<file path="src/sv/serial_block_transfer_engine_defines.svh">
// Assertion macros for the serial block transfer engine.
// Included by sbte_fsm, the module that carries concurrent checks; it needs clock and reset in scope.
`ifndef SERIAL_BLOCK_TRANSFER_ENGINE_DEFINES_SVH
`define SERIAL_BLOCK_TRANSFER_ENGINE_DEFINES_SVH

// Consequent must hold in the same cycle as the antecedent.
`define SBTE_ASSERT_NOW(label, ante, cons, msg) \
   label: assert property (@(posedge clock) disable iff (reset) (ante) |-> (cons)) \
      else $error(msg);

// Consequent must hold in the cycle after the antecedent.
`define SBTE_ASSERT_NEXT(label, ante, cons, msg) \
   label: assert property (@(posedge clock) disable iff (reset) (ante) |=> (cons)) \
      else $error(msg);

`endif

</file>
<file path="src/sv/sbte_pkg.sv">
// Shared types and constants for the serial block transfer engine.
// No dependencies; imported by every module of the block.
`timescale 1ns / 1ps

package sbte_pkg;

   localparam logic [7:0] SYNC_SENDER   = 8'hA5;
   localparam logic [7:0] SYNC_RECEIVER = 8'h5A;
   localparam logic [7:0] CODE_ACK      = 8'h06;
   localparam logic [7:0] CODE_NAK      = 8'h15;
   localparam logic [7:0] CODE_IDLE     = 8'h00;

   localparam logic [8:0] MAX_LENGTH = 9'd256;

   localparam logic REQ_START    = 1'b0;
   localparam logic REQ_EXCHANGE = 1'b1;

   localparam logic [1:0] ST_BUSY = 2'd0;
   localparam logic [1:0] ST_DONE = 2'd1;
   localparam logic [1:0] ST_FAIL = 2'd2;

   localparam logic [2:0] CSR_ROLE_RECEIVER = 3'd0;
   localparam logic [2:0] CSR_PATIENT_MODE  = 3'd1;
   localparam logic [2:0] CSR_RETRY_LIMIT   = 3'd2;
   localparam logic [2:0] CSR_TRY_BUDGET    = 3'd3;
   localparam logic [2:0] CSR_TIMEOUT_BUDGET = 3'd4;
   localparam logic [2:0] CSR_BLOCK_LENGTH  = 3'd5;

   typedef enum logic [2:0] {
      PH_IDLE  = 3'd0,
      PH_SYNC  = 3'd1,
      PH_DATA  = 3'd2,
      PH_CKLO  = 3'd3,
      PH_CKHI  = 3'd4,
      PH_FINAL = 3'd5,
      PH_NAK   = 3'd6
   } phase_type;

   typedef struct packed {
      logic        role_receiver;
      logic        patient_mode;
      logic [3:0]  retry_limit;
      logic [15:0] sync_try_budget;
      logic [15:0] sync_timeout_budget;
      logic [8:0]  block_length;
   } cfg_type;

   typedef struct packed {
      logic       req_type;
      logic [7:0] peer_byte;
      logic       timed_out;
      logic       cancel_held;
      logic [7:0] sent_data;
   } item_type;

   typedef struct packed {
      logic [7:0] next_tx_byte;
      logic       next_from_buffer;
      logic [7:0] next_index;
      logic       store_valid;
      logic [7:0] store_index;
      logic [1:0] status;
   } rsp_type;

endpackage

</file>
<file path="src/sv/serial_block_transfer_engine.sv">
// Serial block transfer engine: one side of a full-duplex byte-exchange block transfer.
// Each beat on req_ is either a start or the outcome of one byte exchange, and yields
// exactly one rsp_ beat saying what to drive next, where to store received data and
// whether the transfer is busy, done or failed. One beat is taken every clock cycle
// while rsp_tready stays high; a beat is held in the input register, and its result
// is captured in the result register, set by the single pass of sequencer logic
// between the two. A result that is not taken holds the sequencer: the input
// register still takes one more beat, then req_tready stays low until rsp_tready
// returns. Configuration is to be written through csr_ only while no beat is in flight;
// the block itself does not enforce this, and there is no start-up clearing pass.
// Depends on sbte_pkg, sbte_csr and sbte_fsm.
`timescale 1ns / 1ps

module serial_block_transfer_engine
   import sbte_pkg::*;
(
   input  logic        clock,
   input  logic        reset,
   input  logic        req_tvalid,
   output logic        req_tready,
   input  logic [23:0] req_tdata,   // peer_byte, timed_out, cancel_held, sent_data, zero pad
   input  logic        req_tuser,   // req_type
   output logic        rsp_tvalid,
   input  logic        rsp_tready,
   output logic [31:0] rsp_tdata,   // next_tx_byte, next_from_buffer, next_index,
                                    // store_valid, store_index, status, zero pad
   input  logic        csr_valid,
   output logic        csr_ready,
   input  logic [2:0]  csr_index,
   input  logic [15:0] csr_data
);

   cfg_type  cfg;
   item_type item_ff, item_in;
   logic     in_valid_ff, in_valid_in;
   rsp_type  rsp_ff;
   rsp_type  result;
   logic     rsp_valid_ff, rsp_valid_in;
   logic     fire;
   logic     req_take;

   sbte_csr u_csr (
      .clock     (clock),
      .reset     (reset),
      .csr_valid (csr_valid),
      .csr_ready (csr_ready),
      .csr_index (csr_index),
      .csr_data  (csr_data),
      .cfg       (cfg)
   );

   sbte_fsm u_fsm (
      .clock  (clock),
      .reset  (reset),
      .cfg    (cfg),
      .fire   (fire),
      .item   (item_ff),
      .result (result)
   );

   assign fire       = in_valid_ff && (!rsp_valid_ff || rsp_tready);
   assign req_tready = !in_valid_ff || fire;
   assign req_take   = req_tvalid && req_tready;

   always_comb begin
      item_in.req_type    = req_tuser;
      item_in.peer_byte   = req_tdata[7:0];
      item_in.timed_out   = req_tdata[8];
      item_in.cancel_held = req_tdata[9];
      item_in.sent_data   = req_tdata[17:10];
   end

   assign in_valid_in  = req_take ? 1'b1 : (fire ? 1'b0 : in_valid_ff);
   assign rsp_valid_in = fire ? 1'b1 : (rsp_tready ? 1'b0 : rsp_valid_ff);

   always_ff @(posedge clock) begin
      if (reset) begin
         in_valid_ff  <= 1'b0;
         rsp_valid_ff <= 1'b0;
      end else begin
         in_valid_ff  <= in_valid_in;
         rsp_valid_ff <= rsp_valid_in;
      end
   end

   always_ff @(posedge clock) begin
      if (req_take) begin
         item_ff <= item_in;
      end
      if (fire) begin
         rsp_ff <= result;
      end
   end

   assign rsp_tvalid = rsp_valid_ff;
   assign rsp_tdata  = {4'b0000, rsp_ff.status, rsp_ff.store_index, rsp_ff.store_valid,
                        rsp_ff.next_index, rsp_ff.next_from_buffer, rsp_ff.next_tx_byte};

endmodule

</file>
<file path="src/sv/sbte_csr.sv">
// Configuration register file of the serial block transfer engine.
// Depends on sbte_pkg for the register indexes and the cfg_type bundle.
`timescale 1ns / 1ps

module sbte_csr
   import sbte_pkg::*;
(
   input  logic        clock,
   input  logic        reset,
   input  logic        csr_valid,
   output logic        csr_ready,
   input  logic [2:0]  csr_index,
   input  logic [15:0] csr_data,
   output cfg_type     cfg
);

   cfg_type cfg_ff;
   cfg_type cfg_in;

   assign csr_ready = 1'b1;
   assign cfg       = cfg_ff;

   always_comb begin
      cfg_in = cfg_ff;
      if (csr_valid) begin
         case (csr_index)
            CSR_ROLE_RECEIVER:  cfg_in.role_receiver       = csr_data[0];
            CSR_PATIENT_MODE:   cfg_in.patient_mode        = csr_data[0];
            CSR_RETRY_LIMIT:    cfg_in.retry_limit         = csr_data[3:0];
            CSR_TRY_BUDGET:     cfg_in.sync_try_budget     = csr_data;
            CSR_TIMEOUT_BUDGET: cfg_in.sync_timeout_budget = csr_data;
            CSR_BLOCK_LENGTH:   cfg_in.block_length        = csr_data[8:0];
            default:            cfg_in = cfg_ff;
         endcase
      end
   end

   always_ff @(posedge clock) begin
      if (reset) begin
         cfg_ff.role_receiver       <= 1'b0;
         cfg_ff.patient_mode        <= 1'b0;
         cfg_ff.retry_limit         <= 4'd8;
         cfg_ff.sync_try_budget     <= 16'd2048;
         cfg_ff.sync_timeout_budget <= 16'd400;
         cfg_ff.block_length        <= 9'd250;
      end else begin
         cfg_ff <= cfg_in;
      end
   end

endmodule

</file>
<file path="src/sv/sbte_fsm.sv">
// Transfer sequencer: phase, round and sync counters, Fletcher-style sums kept modulo 256, result decode.
// Depends on sbte_pkg and on the assertion macros in the defines header.
`timescale 1ns / 1ps
`include "serial_block_transfer_engine_defines.svh"

module sbte_fsm
   import sbte_pkg::*;
(
   input  logic     clock,
   input  logic     reset,
   input  cfg_type  cfg,
   input  logic     fire,
   input  item_type item,
   output rsp_type  result
);

   phase_type   phase_ff, phase_in;
   logic [3:0]  round_count_ff, round_count_in;
   logic [15:0] sync_tries_ff, sync_tries_in;
   logic [15:0] sync_timeouts_ff, sync_timeouts_in;
   logic        cancel_armed_ff, cancel_armed_in;
   logic [8:0]  byte_index_ff, byte_index_in;
   logic [7:0]  sum_low_ff, sum_low_in;
   logic [7:0]  sum_high_ff, sum_high_in;
   logic [7:0]  got_check_low_ff, got_check_low_in;

   logic [7:0]  want_sync;
   logic [8:0]  eff_len;
   logic [7:0]  data_byte;
   logic        begin_req;
   logic [3:0]  begin_rc;
   logic [1:0]  status;
   logic        store_valid;
   logic [7:0]  store_index;

   assign want_sync = cfg.role_receiver ? SYNC_SENDER : SYNC_RECEIVER;
   assign eff_len   = (cfg.block_length > MAX_LENGTH) ? MAX_LENGTH : cfg.block_length;
   assign data_byte = cfg.role_receiver ? item.peer_byte : item.sent_data;

   always_comb begin : next_state
      phase_in         = phase_ff;
      round_count_in   = round_count_ff;
      sync_tries_in    = sync_tries_ff;
      sync_timeouts_in = sync_timeouts_ff;
      cancel_armed_in  = cancel_armed_ff;
      byte_index_in    = byte_index_ff;
      sum_low_in       = sum_low_ff;
      sum_high_in      = sum_high_ff;
      got_check_low_in = got_check_low_ff;
      begin_req        = 1'b0;
      begin_rc         = round_count_ff + 4'd1;
      status           = ST_BUSY;
      store_valid      = 1'b0;
      store_index      = 8'd0;

      if (fire) begin
         if (item.req_type == REQ_START) begin
            begin_req = 1'b1;
            begin_rc  = 4'd0;
         end else begin
            case (phase_ff)
               PH_SYNC: begin
                  if (!item.timed_out && item.peer_byte == want_sync) begin
                     byte_index_in = 9'd0;
                     sum_low_in    = 8'd0;
                     sum_high_in   = 8'd0;
                     phase_in      = (eff_len == 9'd0) ? PH_CKLO : PH_DATA;
                  end else if (item.cancel_held && cancel_armed_ff) begin
                     phase_in = PH_IDLE;
                     status   = ST_FAIL;
                  end else begin
                     if (!item.cancel_held) begin
                        cancel_armed_in = 1'b1;
                     end
                     sync_tries_in = sync_tries_ff + 16'd1;
                     if (item.timed_out && !cfg.patient_mode &&
                         sync_timeouts_ff + 16'd1 == cfg.sync_timeout_budget) begin
                        sync_timeouts_in = sync_timeouts_ff + 16'd1;
                        sync_tries_in    = sync_tries_ff;
                        phase_in         = PH_IDLE;
                        status           = ST_FAIL;
                     end else begin
                        if (item.timed_out && !cfg.patient_mode) begin
                           sync_timeouts_in = sync_timeouts_ff + 16'd1;
                        end
                        if (sync_tries_in == cfg.sync_try_budget) begin
                           if (cfg.patient_mode) begin
                              sync_tries_in = 16'd0;
                           end else begin
                              begin_req = 1'b1;
                           end
                        end
                     end
                  end
               end
               PH_DATA: begin
                  if (item.timed_out) begin
                     begin_req = 1'b1;
                  end else begin
                     store_valid   = cfg.role_receiver;
                     store_index   = cfg.role_receiver ? byte_index_ff[7:0] : 8'd0;
                     sum_low_in    = sum_low_ff + data_byte;
                     sum_high_in   = sum_high_ff + sum_low_in;
                     byte_index_in = byte_index_ff + 9'd1;
                     if (byte_index_in >= eff_len) begin
                        phase_in = PH_CKLO;
                     end
                  end
               end
               PH_CKLO: begin
                  if (item.timed_out) begin
                     begin_req = 1'b1;
                  end else begin
                     got_check_low_in = item.peer_byte;
                     phase_in         = PH_CKHI;
                  end
               end
               PH_CKHI: begin
                  if (cfg.role_receiver) begin
                     phase_in = (!item.timed_out && got_check_low_ff == sum_low_ff &&
                                 item.peer_byte == sum_high_ff) ? PH_FINAL : PH_NAK;
                  end else if (item.timed_out) begin
                     begin_req = 1'b1;
                  end else begin
                     phase_in = PH_FINAL;
                  end
               end
               PH_FINAL: begin
                  if (cfg.role_receiver || (!item.timed_out && item.peer_byte == CODE_ACK)) begin
                     phase_in = PH_IDLE;
                     status   = ST_DONE;
                  end else begin
                     begin_req = 1'b1;
                  end
               end
               PH_NAK: begin
                  begin_req = 1'b1;
               end
               default: begin
                  phase_in = PH_IDLE;
               end
            endcase
         end

         if (begin_req) begin
            round_count_in = begin_rc;
            if (begin_rc >= cfg.retry_limit ||
                (cfg.sync_try_budget == 16'd0 && !cfg.patient_mode)) begin
               phase_in = PH_IDLE;
               status   = ST_FAIL;
            end else begin
               phase_in         = PH_SYNC;
               sync_tries_in    = 16'd0;
               sync_timeouts_in = 16'd0;
               cancel_armed_in  = !item.cancel_held;
            end
         end
      end
   end

   always_comb begin : outputs
      result.next_tx_byte     = CODE_IDLE;
      result.next_from_buffer = 1'b0;
      result.next_index       = 8'd0;
      result.store_valid      = store_valid;
      result.store_index      = store_index;
      result.status           = status;
      case (phase_in)
         PH_SYNC:  result.next_tx_byte = cfg.role_receiver ? SYNC_RECEIVER : SYNC_SENDER;
         PH_DATA: begin
            if (!cfg.role_receiver) begin
               result.next_from_buffer = 1'b1;
               result.next_index       = byte_index_in[7:0];
            end
         end
         PH_CKLO:  result.next_tx_byte = cfg.role_receiver ? CODE_IDLE : sum_low_in;
         PH_CKHI:  result.next_tx_byte = cfg.role_receiver ? CODE_IDLE : sum_high_in;
         PH_FINAL: result.next_tx_byte = cfg.role_receiver ? CODE_ACK : CODE_IDLE;
         PH_NAK:   result.next_tx_byte = CODE_NAK;
         default:  result.next_tx_byte = CODE_IDLE;
      endcase
   end

   always_ff @(posedge clock) begin
      if (reset) begin
         phase_ff         <= PH_IDLE;
         round_count_ff   <= 4'd0;
         sync_tries_ff    <= 16'd0;
         sync_timeouts_ff <= 16'd0;
         cancel_armed_ff  <= 1'b0;
         byte_index_ff    <= 9'd0;
         sum_low_ff       <= 8'd0;
         sum_high_ff      <= 8'd0;
         got_check_low_ff <= 8'd0;
      end else begin
         phase_ff         <= phase_in;
         round_count_ff   <= round_count_in;
         sync_tries_ff    <= sync_tries_in;
         sync_timeouts_ff <= sync_timeouts_in;
         cancel_armed_ff  <= cancel_armed_in;
         byte_index_ff    <= byte_index_in;
         sum_low_ff       <= sum_low_in;
         sum_high_ff      <= sum_high_in;
         got_check_low_ff <= got_check_low_in;
      end
   end

   `SBTE_ASSERT_NEXT(a_end_goes_idle, fire && result.status != ST_BUSY, phase_ff == PH_IDLE, "transfer ended but phase not idle")
   `SBTE_ASSERT_NOW(a_store_rx_data, fire && result.store_valid, cfg.role_receiver && phase_ff == PH_DATA, "store outside receiver data phase")
   `SBTE_ASSERT_NOW(a_buffer_tx_data, fire && result.next_from_buffer, !cfg.role_receiver && phase_in == PH_DATA && result.next_tx_byte == CODE_IDLE, "buffer send outside sender data phase")
   `SBTE_ASSERT_NEXT(a_start_resets_round, fire && item.req_type == REQ_START, round_count_ff == 4'd0 && (phase_ff == PH_IDLE || sync_tries_ff == 16'd0), "start did not reset the round")

endmodule
</file>
<file path="config.mk">
export PLATFORM = sky130hd
export DESIGN_NAME = serial_block_transfer_engine
export DESIGN_NICKNAME = d
export VERILOG_FILES = /design/src/sv/sbte_pkg.sv /design/src/sv/serial_block_transfer_engine.sv /design/src/sv/sbte_csr.sv /design/src/sv/sbte_fsm.sv
export VERILOG_INCLUDE_DIRS = /design/src /design/src/sv
export SDC_FILE = /design/constraint.sdc
export NUM_CORES = 1
export LEC_CHECK = 0
export BUFFER_PORTS_ARGS = -buffer_cell sky130_fd_sc_hd__buf_4
export CORE_MARGIN = 3
export CORE_UTILIZATION = 32
export DETAILED_ROUTE_END_ITERATION = 6
export PLACE_DENSITY = 0.62
export SLEW_MARGIN = 20
export SYNTH_ARGS = -nofsm -noshare
export SYNTH_HDL_FRONTEND = slang
export SYNTH_SLANG_ARGS = --single-unit
</file>
<file path="constraint.sdc">
create_clock -name clock -period 4.1 [get_ports clock]
set_input_delay 0.615 -clock clock [delete_from_list [all_inputs] [get_ports clock]]
set_output_delay 0.615 -clock clock [all_outputs]
set_load 0.01 [all_outputs]
</file>
==> impl_metrics.env, run 1 <==
export IMPL_worst_pin_slew_ns=1.04
export IMPL_yosys_warnings=0
export IMPL_skew_ns=0.0137
export IMPL_cts_buffers=17
export IMPL_period_share_pct=98.1
export IMPL_route_met2_wl_mm=11.7
export IMPL_fp_dieH_um=179
export IMPL_peakVddDrop_mv=0.225
export IMPL_netlist_area_leader_share_pct=25.4
export IMPL_start_util_pct=32.9
export IMPL_ant_nets=0
export IMPL_synthFlopType="dfxtp_1"
export IMPL_powerDensity_mw_per_mm2=333
export IMPL_layout_drive_gt1_share_pct=15.4
export IMPL_clk_insertion_delay_late_ns=0.43
export IMPL_arrival_ns=4.29
export IMPL_synthMuxAreaShare_pct=3.02
export IMPL_cts_sink_count=169
export IMPL_antenna_found_initial=0
export IMPL_worst_path_stages=17
export IMPL_syn_avg_cell_area_um2=8.85
export IMPL_design_area_mm2=0.0112
export IMPL_fill_cells=2991
export IMPL_chipWidth_um=179
export IMPL_hold_class="in -> reg"
export IMPL_clk_pin_slew_ns=0.07
export IMPL_via_count=8093
export IMPL_cts_buffer_depth=2
export IMPL_critPathMaxStageDelay_ns=0.43
export IMPL_dp_slack_ns=0.0406
export IMPL_synth_edf_count=47
export IMPL_routedWlPerCell_um=16.5
export IMPL_antenna_cells=0
export IMPL_critPathTopFamily="compound AO/OA/AOI/OAI gates"
export IMPL_routed_top_layer="met4"
export IMPL_fmax_ghz=0.249
export IMPL_htree_levels=4
export IMPL_area_growth_pct=16.7
export IMPL_dr_first_iter_drc_count=574
export IMPL_drc_errors=0
export IMPL_core_area_mm2=0.0292
export IMPL_crit_fanout=3
export IMPL_finalNetCount=1223
export IMPL_crit_end="rsp_tdata[7]"
export IMPL_hold_viol=0
export IMPL_synth_compound_area_share_pct=15.3
export IMPL_numPortBuffers=72
export IMPL_place_gp_congestion=0.888
export IMPL_avgViaCountPerCell=5.26
export IMPL_status="finished, final reports clean"
export IMPL_synth_simple_gate_area_share_pct=24.7
export IMPL_dp_hpwl_mm=18.5
export IMPL_cts_tree="yes"
export IMPL_rr_worst_depth=17
export IMPL_start_kind="register"
export IMPL_path_buf_inv=0
export IMPL_grt_pass1_vias=7615
export IMPL_drtPass1Iterations=5
export IMPL_synthArstFlopShare_pct=0
export IMPL_ys_ff_latch=169
export IMPL_power_leakage_nw=4.29
export IMPL_synth_xor_area_share_pct=8.38
export IMPL_worst_slack_ns=0.0775
export IMPL_syn_area_mm2=0.00961
export IMPL_rows=62
export IMPL_synth_top_family_by_area="simple AND/OR/NAND/NOR gates"
export IMPL_slowest_stage="or4_1"
export IMPL_yosysUniqueCellTypes=86
export IMPL_dpl_cell_area_mm2=0.0105
export IMPL_grt_pass1_wl_mm=40.0
export IMPL_place_inst=1504
export IMPL_required_ns=4.37
export IMPL_slew_headroom_pct=30.0
export IMPL_fin_cells=1538
export IMPL_synth_largest_area_cell="dfxtp_1"
export IMPL_rsz0062_at_grt="true"
export IMPL_critPathKind="reg -> reg"
export IMPL_holdBufCountCts=0
export IMPL_grt_overflow_total=0
export IMPL_end_kind="register"
export IMPL_slew_violations=0
export IMPL_finalSetupViolations=0
export IMPL_yosys_area_share_adder_pct=4.45
export IMPL_drv_cap=0
export IMPL_path_cells="mux2_2 > ha_1 > fa_2 > a21o_1 > a21oi_2 > o21bai_1 > a21oi_1 > xnor2_1 > ha_2 > nor2_1 > nor2_1 > o41ai_4 > xor2_1 > or4_1 > a21oi_2 > o21ai_0 > o31ai_2"
export IMPL_worstHoldStart="req_tdata[15]"
export IMPL_seq_area_frac_synth_pct=40.1
export IMPL_grt_max_degree=95
export IMPL_regToRegSetupSlack_ns=0.08
export IMPL_routed_wl_mm=25.4
export IMPL_routed_wl_met3_mm=1.31
export IMPL_grt_usage_pct=15.8
export IMPL_ioPinCount=84
export IMPL_synth_area_leaders="dfxtp_1 (25%), edfxtp_1 (15%), xnor2_1 (5.3%)"
export IMPL_netlist_instances=1086
export IMPL_regToRegStartpoint="u_csr.cfg[46]"
export IMPL_rr_endpoint="rsp_tdata[7]"
export IMPL_die_area_mm2=0.0321
export IMPL_met1_length_mm=11.6
export IMPL_root_buffer="clkbuf_16"
export IMPL_min_period_ns=4.02
export IMPL_critPathLaunch="u_csr.cfg[46]"
worst min path at each step:
stage                                  to  cells past startpoint
CTS                           item_ff[17]                      1
detailed placement  u_fsm.cancel_armed_ff                      2
finish                         item_ff[5]                      1
global placement    u_fsm.cancel_armed_ff                      2
floorplan           u_fsm.cancel_armed_ff                      2
global route                   item_ff[6]                      1
flip-flops by register name, summed over array words and instances, names as in the netlist, 3 cells and up:
name                    count
u_csr.cfg                  47
rsp_tdata                  28
item_ff                    19
u_fsm.sync_timeouts_ff     16
u_fsm.sync_tries_ff        16
u_fsm.byte_index_ff         9
u_fsm.got_check_low_ff      8
u_fsm.sum_high_ff           8
u_fsm.sum_low_ff            8
u_fsm.round_count_ff        4
u_fsm.phase_ff              3
final cells by class:
class	count	area, µm²	area share [%]
inverters	23	86.3	0.770
flip-flops and latches	169	3850	34.4
repair buffers	98	739	6.59
well taps	384	480	4.28
clock buffers	20	478	4.26
clock inverters	12	125	1.12
multi-input cells	832	5450	48.6
where the power goes:
group | switching (mW) | internal, mW | total (mW)
Combinational | 0.161 | 0.117 | 0.278
Sequential | 0.0280 | 1.75 | 1.78
Clock | 0.747 | 0.927 | 1.67
Total | 0.936 | 2.80 | 3.73
Yosys cell counts (12+ instances only):
master	n
nand3b_1	13
and2_1	20
a22oi_1	19
nor2b_1	12
edfxtp_1	47
nand2_1	128
o21ai_0	29
buf_2	12
nor2_1	120
nor3_1	14
nand3_1	35
nor4_1	13
a21oi_1	71
xnor2_1	58
mux2i_1	20
nand4_1	22
dfxtp_1	122
inv_1	22
xor2_1	34
and3_1	12
ha_1	31
clkbuf_1	44
metal layers:
metal,up-vias,global-route usage [%]
met4,0,5.70
li1,4010,-
met1,3812,21.5
met5,-,0
met2,227,25.1
met3,44,2.82
metrics by stage:
stage / power, mW / hold WS [ns] / util, % / TNS [ns]
finish: 3.73 / 0.355 / 38.5 / 0
CTS: 3.77 / 0.332 / 38.2 / 0
global route: 3.87 / 0.326 / 38.5 / -0.0902
floorplan: 1.98 / 0.420 / - / 0
detailed placement: 2.09 / 0.435 / 36.2 / 0
global placement: 2.09 / 0.428 / 36.2 / 0
cell families (layout without fill, tap and decap cells):
logic type               Yosys count  count (layout)
multiplexers                      28              28
adder cells (fa/ha/maj)           33              33
XOR/XNOR                          92              92
AND/OR/NAND/NOR                  458             458
other                              2               5
buffers and inverters             88             153
flip-flops                       169             169
AO/OA/AOI/OAI                    216             216
cell usage in the layout, fill, tap and decap left out, types with 7 or more instances in the layout:
cell type    n
nand2_1    128
dfxtp_1    121
nor2_1     119
buf_4       97
a21oi_1     69
xnor2_1     58
edfxtp_1    47
nand3_1     35
xor2_1      34
o21ai_0     29
ha_1        28
inv_1       22
nand4_1     22
and2_1      20
mux2i_1     20
a22oi_1     19
clkbuf_16   18
nor3_1      14
nand3b_1    13
nor4_1      13
nor2b_1     12
and3_1      12
a21o_1       9
and4_1       9
o211ai_1     9
o21a_1       9
mux2_2       8
or3_1        8
o31ai_1      7
or4_1        7
worst reg2reg max path, cell delays in order, from the launching register on:
cell,delay (ns)
dfxtp_2,0.36
mux2_2,0.36
ha_1,0.24
fa_2,0.38
a21o_1,0.22
a21oi_2,0.18
o21bai_1,0.08
a21oi_1,0.17
xnor2_1,0.11
ha_2,0.35
nor2_1,0.04
nor2_1,0.18
o41ai_4,0.13
xor2_1,0.18
or4_1,0.44
a21oi_2,0.16
o21ai_0,0.11
o31ai_2,0.18
repair_timing:
| item | in CTS | in global routing |
|---|---|---|
| gates resized for setup | 0 | 10 |
| endpoints found under the setup margin | 0 | 12 |
| buffers inserted | 0 | 2 |
(Power assumes the default switching activity.)
==> run 2: changes to the inputs <==
MAX_ROUTING_LAYER = met4   (was default)
==> run 2 against run 1 <==
The run now ends with DRC left; clock skew up 0.0048 ns; critical endpoint unchanged; sequential share of layout area unchanged; via count up 0.15%; first-iteration DRC count down 6.8%; largest power group unchanged; highest routed layer unchanged.
==> impl_metrics.env, run 2 (synthesis results as in run 1) <==
export IMPL_dr_first_iter_drc_count=535
export IMPL_die_area_mm2=0.0321
export IMPL_drtPass1Iterations=7
export IMPL_grt_use_met3_pct=3.05
export IMPL_fp_dieH_um=179
export IMPL_peakVddDrop_mv=0.229
export IMPL_final_common_cell="nand2_1"
export IMPL_p_seq_share_pct=47.7
export IMPL_status="finished with violations"
export IMPL_drc_errors=1
export IMPL_clk_insertion_delay_late_ns=0.44
export IMPL_cts_tree="yes"
export IMPL_fmax_ghz=0.248
export IMPL_dp_hpwl_mm=18.5
export IMPL_worst_pin_slew_ns=1.06
export IMPL_required_ns=4.38
export IMPL_rows=62
export IMPL_numPortBuffers=72
export IMPL_start_util_pct=32.9
export IMPL_routedWlPerCell_um=16.6
export IMPL_path_buf_inv=0
export IMPL_end_kind="register"
export IMPL_place_inst=1504
export IMPL_combPwrFrac_pct=7.5
export IMPL_power_internal_mw=2.80
export IMPL_min_period_ns=4.03
export IMPL_pwr_share_clk_pct=44.9
export IMPL_rsz0062_at_grt="true"
export IMPL_critPathMaxStageDelay_ns=0.44
export IMPL_grt_usage_pct=16.3
export IMPL_slowest_stage="or4_1"
export IMPL_ant_nets=0
export IMPL_clk_pin_slew_ns=0.07
export IMPL_grt_pass1_wl_mm=40.2
export IMPL_htree_levels=4
export IMPL_drv_cap=0
export IMPL_place_gp_congestion=0.906
export IMPL_antenna_found_initial=0
export IMPL_slew_headroom_pct=29.4
export IMPL_largest_register_ffs=47
export IMPL_avgViaCountPerCell=5.27
export IMPL_grt_max_degree=95
export IMPL_grt_pass1_vias=7589
export IMPL_layout_drive_gt1_share_pct=15.4
export IMPL_power_switching_mw=0.938
export IMPL_ioPinCount=84
export IMPL_slew_violations=0
export IMPL_finalNetCount=1223
export IMPL_powerDensity_mw_per_mm2=333
export IMPL_routed_wl_mm=25.5
export IMPL_chipWidth_um=179
export IMPL_root_buffer="clkbuf_16"
export IMPL_critPathTopFamily="compound AO/OA/AOI/OAI gates"
export IMPL_violations="DRC"
export IMPL_crit_fanout=3
export IMPL_grt_busiest_layer="met2"
export IMPL_path_cells="mux2_2 > ha_1 > fa_2 > a21o_1 > a21oi_2 > o21bai_1 > a21oi_1 > xnor2_1 > ha_2 > nor2_1 > nor2_1 > o41ai_4 > xor2_1 > or4_1 > a21oi_2 > o21ai_0 > o31ai_2"
export IMPL_hold_viol=0
export IMPL_critPathKind="reg -> reg"
export IMPL_area_growth_pct=16.7
export IMPL_fill_cells=2991
export IMPL_grt_overflow_total=0
export IMPL_period_share_pct=98.4
export IMPL_holdBufCountCts=0
export IMPL_antenna_cells=0
export IMPL_skew_ns=0.0185
export IMPL_hold_class="in -> reg"
export IMPL_worst_slack_ns=0.0664
export IMPL_cts_buffers=17
export IMPL_cts_buffer_depth=2
export IMPL_grt_met2_usage_pct=25.0
export IMPL_start_kind="register"
export IMPL_finalSetupViolations=0
export IMPL_core_area_mm2=0.0292
export IMPL_via_count=8105
export IMPL_arrival_ns=4.31
export IMPL_swShare_pct=25.1
export IMPL_final_cell_mix="nand2_1 (128), dfxtp_1 (121), nor2_1 (119)"
export IMPL_fin_cells=1538
export IMPL_power_leakage_nw=4.29
export IMPL_dp_slack_ns=0.0406
export IMPL_cts_sink_count=169
export IMPL_met1_usage_pct=21.7
-- run 2: area by class of cell --
class	instances	area (µm²)	share of cell area (%)
multi-input cells	832	5450	48.6
flip-flops and latches	169	3850	34.4
repair buffers	98	739	6.59
well taps	384	480	4.28
clock buffers	20	478	4.26
clock inverters	12	125	1.12
inverters	23	86.3	0.770
-- run 2: metrics by stage --
| step | total power, mW | TNS (ns) | util (%) | hold WS (ns) | instance area, µm² |
|---|---|---|---|---|---|
| 2_1_floorplan | 1.98 | 0 | - | 0.420 | 9630 |
| 3_3_place_gp | 2.09 | 0 | 36.2 | 0.428 | 10500 |
| 3_5_place_dp | 2.09 | 0 | 36.2 | 0.435 | 10500 |
| 4_1_cts | 3.77 | 0 | 38.2 | 0.332 | 11100 |
| 5_1_grt | 3.88 | -0.0912 | 38.5 | 0.322 | 11200 |
| 6_report | 3.73 | 0 | 38.5 | 0.347 | 11200 |
-- run 2: power groups by stage --
stage               Combinational [mW]  Clock, mW  Sequential (mW)
floorplan                        0.161          0             1.82
global placement                 0.271          0             1.82
detailed placement               0.274          0             1.82
CTS                              0.276       1.72             1.78
global route                     0.304       1.79             1.79
finish                           0.278       1.68             1.78
-- run 2: worst paths after layout --
| kind | start | endpoint | slack, ns | depth (start not counted) |
|---|---|---|---|---|
| max | u_csr.cfg[46] | rsp_tdata[7] | 0.07 | 17 |
| min | req_tdata[15] | item_ff[5] | 0.35 | 1 |
| max reg2reg | u_csr.cfg[46] | rsp_tdata[7] | 0.07 | 17 |
| min reg2reg | u_fsm.cancel_armed_ff | u_fsm.cancel_armed_ff | 0.45 | 2 |
-- run 2: layer usage --
layer  up-vias  share of wire, %
met3        38               4.5
met2       216                46
met5         -                 0
met4         0               2.6
li1       4009                 -
met1      3842                47
-- run 2: timing repair --
| action | in CTS | in global routing |
|---|---|---|
| resized for setup | 0 | 10 |
| hold endpoints to repair | 0 | 0 |
| buffers inserted | 0 | 2 |
| setup endpoints to repair | 0 | 12 |
==> run 3: changes to the inputs <==
CORE_UTILIZATION = 30   (was 32)
PLACE_DENSITY = 0.59   (was 0.62)
==> run 3 against run 2 <==
Register-to-register slack improved by 0.14 ns; the run now ends clean; core utilization fell by 2.4 points; cell count grew 0.85%; power shrank 1.8%; critical endpoint unchanged; cell area is essentially flat; sequential power about the same; hold slack better by 0.0065 ns; routed wire length grew 0.15%; die area rose by 6.4%; flip-flop and latch count unchanged; worst setup slack gained 0.14 ns; clock power shrank 4%.
==> impl_metrics.env, run 3 (synthesis results as in run 1) <==
export IMPL_status="finished, final reports clean"
export IMPL_min_period_ns=3.89
export IMPL_grt_usage_pct=15.1
export IMPL_clk_insertion_delay_late_ns=0.44
export IMPL_holdBufCountCts=0
export IMPL_finalNetCount=1224
export IMPL_dp_slack_ns=0.0680
export IMPL_drc_errors=0
export IMPL_grt_pass1_vias=7501
export IMPL_htree_levels=4
export IMPL_period_share_pct=95.0
export IMPL_root_buffer="clkbuf_16"
export IMPL_fin_cells=1551
export IMPL_worst_pin_slew_ns=1.03
export IMPL_ioPinCount=84
export IMPL_place_gp_congestion=0.946
export IMPL_powerDensity_mw_per_mm2=327
export IMPL_chipWidth_um=185
export IMPL_cts_sink_count=169
export IMPL_final_common_cell="nand2_1"
export IMPL_peakVddDrop_mv=0.244
export IMPL_holdWs_ns=0.354
export IMPL_cts_tree="yes"
export IMPL_layout_drive_gt1_share_pct=15.7
export IMPL_slew_headroom_pct=30.9
export IMPL_die_area_mm2=0.0342
export IMPL_power_leakage_nw=4.29
export IMPL_rows=64
export IMPL_design_area_mm2=0.0112
export IMPL_grt_pass1_wl_mm=40.0
export IMPL_finalSetupTns_ns=0
export IMPL_drv_cap=0
export IMPL_skew_ns=0.0171
export IMPL_routedWlPerCell_um=16.5
export IMPL_dp_hpwl_mm=18.8
export IMPL_grt_max_degree=60
export IMPL_antenna_found_initial=0
export IMPL_area_growth_pct=16.6
export IMPL_grt_overflow_total=0
export IMPL_slew_violations=0
export IMPL_start_util_pct=30.9
export IMPL_dr_first_iter_drc_count=554
export IMPL_worst_slack_ns=0.206
export IMPL_power_mw=3.67
export IMPL_fmax_ghz=0.257
export IMPL_core_area_mm2=0.0311
export IMPL_hold_class="in -> reg"
export IMPL_largest_register_ffs=47
export IMPL_fp_dieH_um=185
export IMPL_drtPass1Iterations=5
export IMPL_numPortBuffers=72
export IMPL_antenna_cells=0
export IMPL_start_kind="register"
export IMPL_via_count=8038
export IMPL_arrival_ns=4.16
export IMPL_hold_viol=0
export IMPL_avgViaCountPerCell=5.18
export IMPL_final_cell_mix="nand2_1 (128), dfxtp_1 (122), nor2_1 (118)"
export IMPL_cts_buffer_depth=2
export IMPL_critPathKind="reg -> reg"
export IMPL_rsz0062_at_grt="true"
export IMPL_finish_utilization_pct=36.1
export IMPL_clk_pin_slew_ns=0.07
export IMPL_end_kind="register"
export IMPL_cts_buffers=17
export IMPL_crit_fanout=3
export IMPL_required_ns=4.37
export IMPL_ant_nets=0
export IMPL_place_inst=1514
export IMPL_finalSetupViolations=0
export IMPL_dpl_cell_area_mm2=0.0105
export IMPL_routed_wl_mm=25.5
[run 3: timing repair]
action,in CTS,in global routing
setup buffers,0,5
setup endpoints to repair,0,22
gates resized for setup,0,10
[run 3: cell type report]
cell class / instances / area (µm²)
sequential: 169 / 3850
tap: 396 / 495
fill: 3167 / 19900
clock inverter: 15 / 154
multi-input combinational: 832 / 5450
clock buffer: 17 / 425
inverter: 23 / 86.3
timing repair buffer: 99 / 743
[run 3: worst paths after layout]
kind | start | cells past startpoint | slack, ns | to
worst min-delay path | req_tdata[11] | 1 | 0.35 | item_ff[1]
worst min register to register | u_fsm.cancel_armed_ff | 2 | 0.45 | u_fsm.cancel_armed_ff
worst max register to register | u_csr.cfg[46] | 16 | 0.21 | rsp_tdata[7]
worst max-delay path | u_csr.cfg[46] | 16 | 0.21 | rsp_tdata[7]
[run 3: layer usage]
layer	vias to the layer above	share of wire, %	global-route usage, %
met1	3809	46	19.7
met4	0	2.4	4.95
met5	-	0	-
met2	193	46	23.6
met3	33	5.1	2.75
li1	4003	-	-
[run 3: critical path, stage by stage, from the launching register on]
cell and delay (ns):
dfxtp_1 0.34, mux2_2 0.34, ha_1 0.23, fa_2 0.36, a21o_1 0.19, a21oi_2 0.17, o21bai_1 0.08, a21oi_1 0.17
xnor2_1 0.11, ha_2 0.21, buf_4 0.14, o41ai_4 0.33, xor2_1 0.16, or4_4 0.44, a21oi_2 0.15, o21ai_0 0.12
o31ai_2 0.18
[run 3: report_power, final]
group,leakage (nW),total (mW),internal [mW],switching [mW]
clock,0.292,1.61,0.862,0.748
combinational,2.56,0.278,0.116,0.162
sequential,1.43,1.78,1.75,0.0279
total,4.29,3.67,2.73,0.938
